--- config.mk ---
export PLATFORM = sky130hd
export DESIGN_NAME = glo_ram
export DESIGN_NICKNAME = d
export VERILOG_FILES = /design/src/rtl/glo_ram.sv
export SDC_FILE = /design/constraint.sdc
export NUM_CORES = 2
export LEC_CHECK = 0
export BUFFER_PORTS_ARGS = -buffer_cell sky130_fd_sc_hd__buf_2
export CAP_MARGIN = 10
export CORE_MARGIN = 2
export CORE_UTILIZATION = 63
export DETAILED_ROUTE_END_ITERATION = 8
export GPL_ROUTABILITY_DRIVEN = 0
export PLACE_DENSITY = 0.79
export SETUP_SLACK_MARGIN = 0.1
export SLEW_MARGIN = 20
export SYNTH_ARGS = -nofsm -noshare
export SYNTH_HDL_FRONTEND = slang
export SYNTH_SLANG_ARGS = --single-unit
--- constraint.sdc ---
create_clock -name i_clk -period 4.16 [get_ports i_clk]
set_input_delay 0.832 -clock i_clk [delete_from_list [all_inputs] [get_ports i_clk]]
set_output_delay 0.832 -clock i_clk [all_outputs]
set_load 0.01 [all_outputs]
--- src/rtl/glo_ram.sv ---
// Generic simple dual-port RAM with registered read.
module glo_ram #(
    parameter int WIDTH = 2,
    parameter int DEPTH = 1024
) (
    input  logic                     i_clk,
    input  logic                     i_we,
    input  logic [$clog2(DEPTH)-1:0] i_waddr,
    input  logic [WIDTH-1:0]         i_wdata,
    input  logic [$clog2(DEPTH)-1:0] i_raddr,
    output logic [WIDTH-1:0]         o_rdata
);

    logic [WIDTH-1:0] r_mem [DEPTH];
    logic [WIDTH-1:0] r_rdata;

    always_ff @(posedge i_clk) begin
        if (i_we) begin
            r_mem[i_waddr] <= i_wdata;
        end
        r_rdata <= r_mem[i_raddr];
    end

    assign o_rdata = r_rdata;

endmodule

; Word level (Yosys, flattened, before mapping)
; Memories as Yosys holds them, arrays and structs flattened. A register that Yosys moved wholly into a read port is not among the register bits.
; Cells that the tools add are included.
[word_totals]
ram_bits = 2048
input_bits = 24
ff_bits = 0
latchBits = 0
mem_bits_ro = 0
n_memories = 1
word_cells = 3
out_inout_bits = 2
[memory_table]
columns = memory, depth, width, rd, rd_ports_with_merged_regs, write_ports, line_no
row1 = r_mem, 1024, 2, 1, 1, 1, 14  ; logic [WIDTH-1:0] r_mem [DEPTH];
[classes]
n_bitwise = 0
shifts = 0
mux = 2
n_div = 0
n_lt_le_gt_ge = 0
multipliers = 0
add_sub_neg = 0
n_reduce_logical = 0
n_eq_ne = 0
[op_table]
columns = cell, count
row1 = $mux 1, 2

; Depth between registers and ports, before layout
[logic_depth]
depth_word = 2
depth_mapped = 15
mapped_depth_nobuf = 8

; Least setup slack after synthesis
; No wires, ideal clock.
[synth_path]
path_kind = in2reg
start = input i_raddr[0]
end = register r_rdata[1] (netlist: o_rdata[1]), read port of r_mem
n_path_buf = 5
t_arrival_ps = 3054
slack_ps = 966
setup_ps = 140
cell_stages = 12
cell_sequence = buf_6 -> buf_12 -> buf_8 -> buf_6 -> buf_6 -> mux4_2 -> a221oi_1 -> o21ai_0 -> nor3_1 -> o31ai_1 -> o31ai_1 -> nand4_1
[synth_rtl]
columns = item, line_no
row1 = start: declaration, 10  ; input logic [$clog2(DEPTH)-1:0] i_raddr,
row2 = end: declaration, 15  ; logic [WIDTH-1:0] r_rdata;

==> results summary <==
The flow ran to the end, and the final reports show no timing, DRC or antenna violations. The final-report hold violation count came out at 0. The number of buffers added on ports came out at 25. The worst setup path is launched from an input pin.

Leaving out fill and tap cells, the most frequent cell in the layout is edfxtp_1. The number of H-tree branching levels came out at 4. The pin count of the biggest net entering global routing is 136. The remaining design rule violation count is 0. The met2 layer usage reported by global route came out at 51.7%.

The final worst hold slack came out at 0.528 ns. The top cell types in the final layout, fill and taps aside, are edfxtp_1 (2048), nor2_1 (1053), mux4_2 (449). The number of hold-repair buffers added at the cts stage is 0. Setup repair after global routing left no endpoint under its margin. The share of flip-flops with an asynchronous set or reset came out at 0%. Synthesis produced a netlist with a net count of 4817.

The post-synthesis share of cell area spent on and, or, nand and nor gates came out at 6.40%. The clock slew at the register clock pins of the worst setup and hold paths came out at 0.06 ns. Max-cap violations in this run came to 0.

On the critical path the largest part of the delay comes from simple AND/OR/NAND/NOR gates. The maximum clock skew at final layout is 0.0295 ns. The starting density of the core is 63.6%.

The count of cell types in the netlist is 66. Counting every sink on the clock net gives 2050. The clock tree root buffer cell is clkbuf_16. With fillers left out, the area of the finished cells amounts to 93300 µm². After the last flow step, the layout net total stands at 4929.

In this run the most used layer during global routing was met2. The count of nets left with antenna violations after detail routing is 0. The portion of the post-synthesis area used by sequential elements came out at 73.5%. The fraction of final layout cells sized beyond drive strength 1 is 21.2%. The die span in y is 369 µm. The leakage power came out at 28.7 nW.

The instance count of the mapped netlist is 4793. The count of instances resized after the clock tree is built is 0. The area fraction in compound gates after synthesis came out at 2.98%. The per-cell routed wire length came out at 33.3 µm. The multiplexer share of the synthesized area is 14.7%. The slowest stage of the critical path is the nor3b_1 cell. The floorplan step set the die width to 369 µm. The area of the core came out at 132000 µm². The overall via count from detail_route came out at 48600. The die outline area is 136000 µm². A synthesized cell averages 17.5 µm². The main combinational cell family by area after synthesis is multiplexers. Of all nets on the critical path, the largest fanout is 12. The synthesized flop and latch total is 2050. In the post-synthesis netlist, the biggest area contributors are edfxtp_1 (73%), mux4_2 (12%), nor2_1 (4.7%). In this run the post-CTS setup repair buffer count came out at 0. The area added between synthesis and finish is 11.4%. The number of buffer and inverter instances along the worst setup path is 3. The highest ir drop seen on vdd came out at 510 µV. STA classifies the critical path endpoint as a register.

The fraction of the mapped netlist area in adder cells came out at 0%. The first-pass iteration count of the detailed router came out at 8. The time the final worst path needs with I/O delays and setup is 3.47 ns.

The area of combinational cells with multiple inputs came out at 20500 µm². The post-synth design cell area came out at 83800 µm². Once detailed placement completed, the half-perimeter wirelength came to 132000 µm.

The number of enable flip-flop cells after synthesis is 2048. The critical setup path kind is input pin to register. The slew at the pin closest to its max-slew limit came out at 1.36 ns. The number of setup violations in the final report came out at 0. The headroom to the max-slew limit is 7.80%. The cell area after placement is 87300 µm². The share of the clock period used by the worst path after layout came out at 83.4%. The global routing usage on met3 is 9.46%. The worst min-delay path class is input pin to register. The power density over the cells came out at 450 nW/µm². Walking the worst path, the cells encountered are buf_2 > buf_4 > buf_4 > nor3b_1 > nand2_1 > a21oi_1 > nor3_1 > nand4_1 > o21a_1 > or3_1 > nand4_1.

The number of antenna violations at the first check in global routing is 18. The global route total overflow is 0. Row generation in the floorplan step produced 133 rows. The maximum clock path buffer count is 3. The post-route setup TNS came out at 0 ns. The aggregate global-route resource usage is 33.6%.

The final-report max-slew violation count is 0. During synthesis, Yosys emitted a total of 0 warnings. The TritonCTS clock tree is built. The met1 track demand over resource in global routing is 44.6%. The total routed wirelength came out at 227000 µm. The required time of the critical path is 4.86 ns.

edfxtp_1 takes more of the synthesized area than any other cell. The total clock buffers created by CTS came out at 192. After Yosys synthesis, XOR and XNOR cells account for 0% of the synthesized area. The clock insertion delay at the later pin of the skew report came out at 0.83 ns.

STA puts the critical path data arrival time at 4.17 ns. In the routed layout, each cell is associated on average with a via count of 7.13. The first-pass GRT wire length came out at 326000 µm.

The via count of the first global-routing pass came to 48100. Static timing analysis puts the maximum clock frequency at 288 MHz. The storage element area is 61500 µm². The delay of the slowest critical-path stage is 0.75 ns. The most used flip-flop cell after synthesis is edfxtp_1. The first routing iteration left 8517 violations. The top cell type's share of synthesized area came out at 73.4%. Pin placement for this block handled 26 I/O pins.

The layout has 7642 filler cells.
==> area by class of cell <==
cell class                      count  area share, %
Multi-Input combinational cell   2341           21.9
Clock buffer                      247           5.51
Tap cell                         1755           2.35
Antenna cell                        8         0.0215
Inverter                            6         0.0268
Timing Repair Buffer              314           3.29
Clock inverter                     98          0.912
Sequential cell                  2050           66.0
==> report_power, final <==
group	internal [mW]	leakage (nW)	switching, mW
Combinational	0.823	7.35	1.47
Sequential	22.7	18.4	0.00539
Clock	9.45	2.93	7.52
==> stage by stage <==
step / power [mW] / std cells / util [%] / worst slack [ns]
finish: 42.0 / 6819 / 70.8 / 0.691
global route: 42.8 / 6812 / 70.8 / 0.761
CTS: 42.0 / 6811 / 70.8 / 0.872
detailed placement: 25.4 / 6466 / 66.2 / 0.0284
global placement: 25.4 / 6466 / 66.2 / -0.124
floorplan: 24.4 / 4793 / - / 0.966
==> cell usage after synthesis (3+ instances only) <==
library cell / instances
a211oi_1: 13
a21oi_1: 70
a221oi_1: 13
a22o_1: 13
a22oi_1: 45
a311oi_1: 3
a31oi_1: 7
and2_1: 6
and3_1: 8
buf_1: 54
buf_2: 26
buf_4: 28
buf_6: 33
buf_8: 14
clkbuf_1: 239
edfxtp_1: 2048
inv_1: 4
mux2_2: 8
mux2i_1: 205
mux4_2: 449
nand2_1: 96
nand2b_1: 8
nand3_1: 39
nand3b_1: 4
nand4_1: 13
nor2_1: 1054
nor2b_1: 13
nor3_1: 45
nor3b_1: 10
nor4_1: 9
nor4b_1: 3
o21ai_0: 36
o221ai_1: 82
o22ai_1: 45
o311ai_0: 3
o31ai_1: 5
==> routing by layer <==
layer,wire (µm),part of all wire [%],vias up
met3,32300,14,806
met5,193,0.085,-
li1,-,-,19100
met4,13100,5.8,24
met1,75400,33,24600
met2,106000,47,4142
==> registers in the layout, summed over array words and instances (netlist names) <==
signal,flops
o_rdata,2
r_mem,2048
==> path summary, 6_finish.rpt <==
kind	startpoint	end	slack (ns)	cells past startpoint
setup reg to reg	r_mem[386][1]	o_rdata[1]	1.19	9
setup / recovery	i_raddr[3]	o_rdata[0]	0.69	11
hold reg to reg	r_mem[987][1]	o_rdata[1]	1.18	6
hold / removal	i_wdata[1]	r_mem[1009][1]	0.53	1
==> cells by family (layout without fill, tap and decap cells) <==
kind of cell    after synthesis  count (layout)
mux                         664             664
compound gates              353             353
other cells                   0               8
flops                      2050            2050
buf+inv                     402             665
simple gates               1324            1324
No activity file was read; power rests on OpenSTA's default activity.
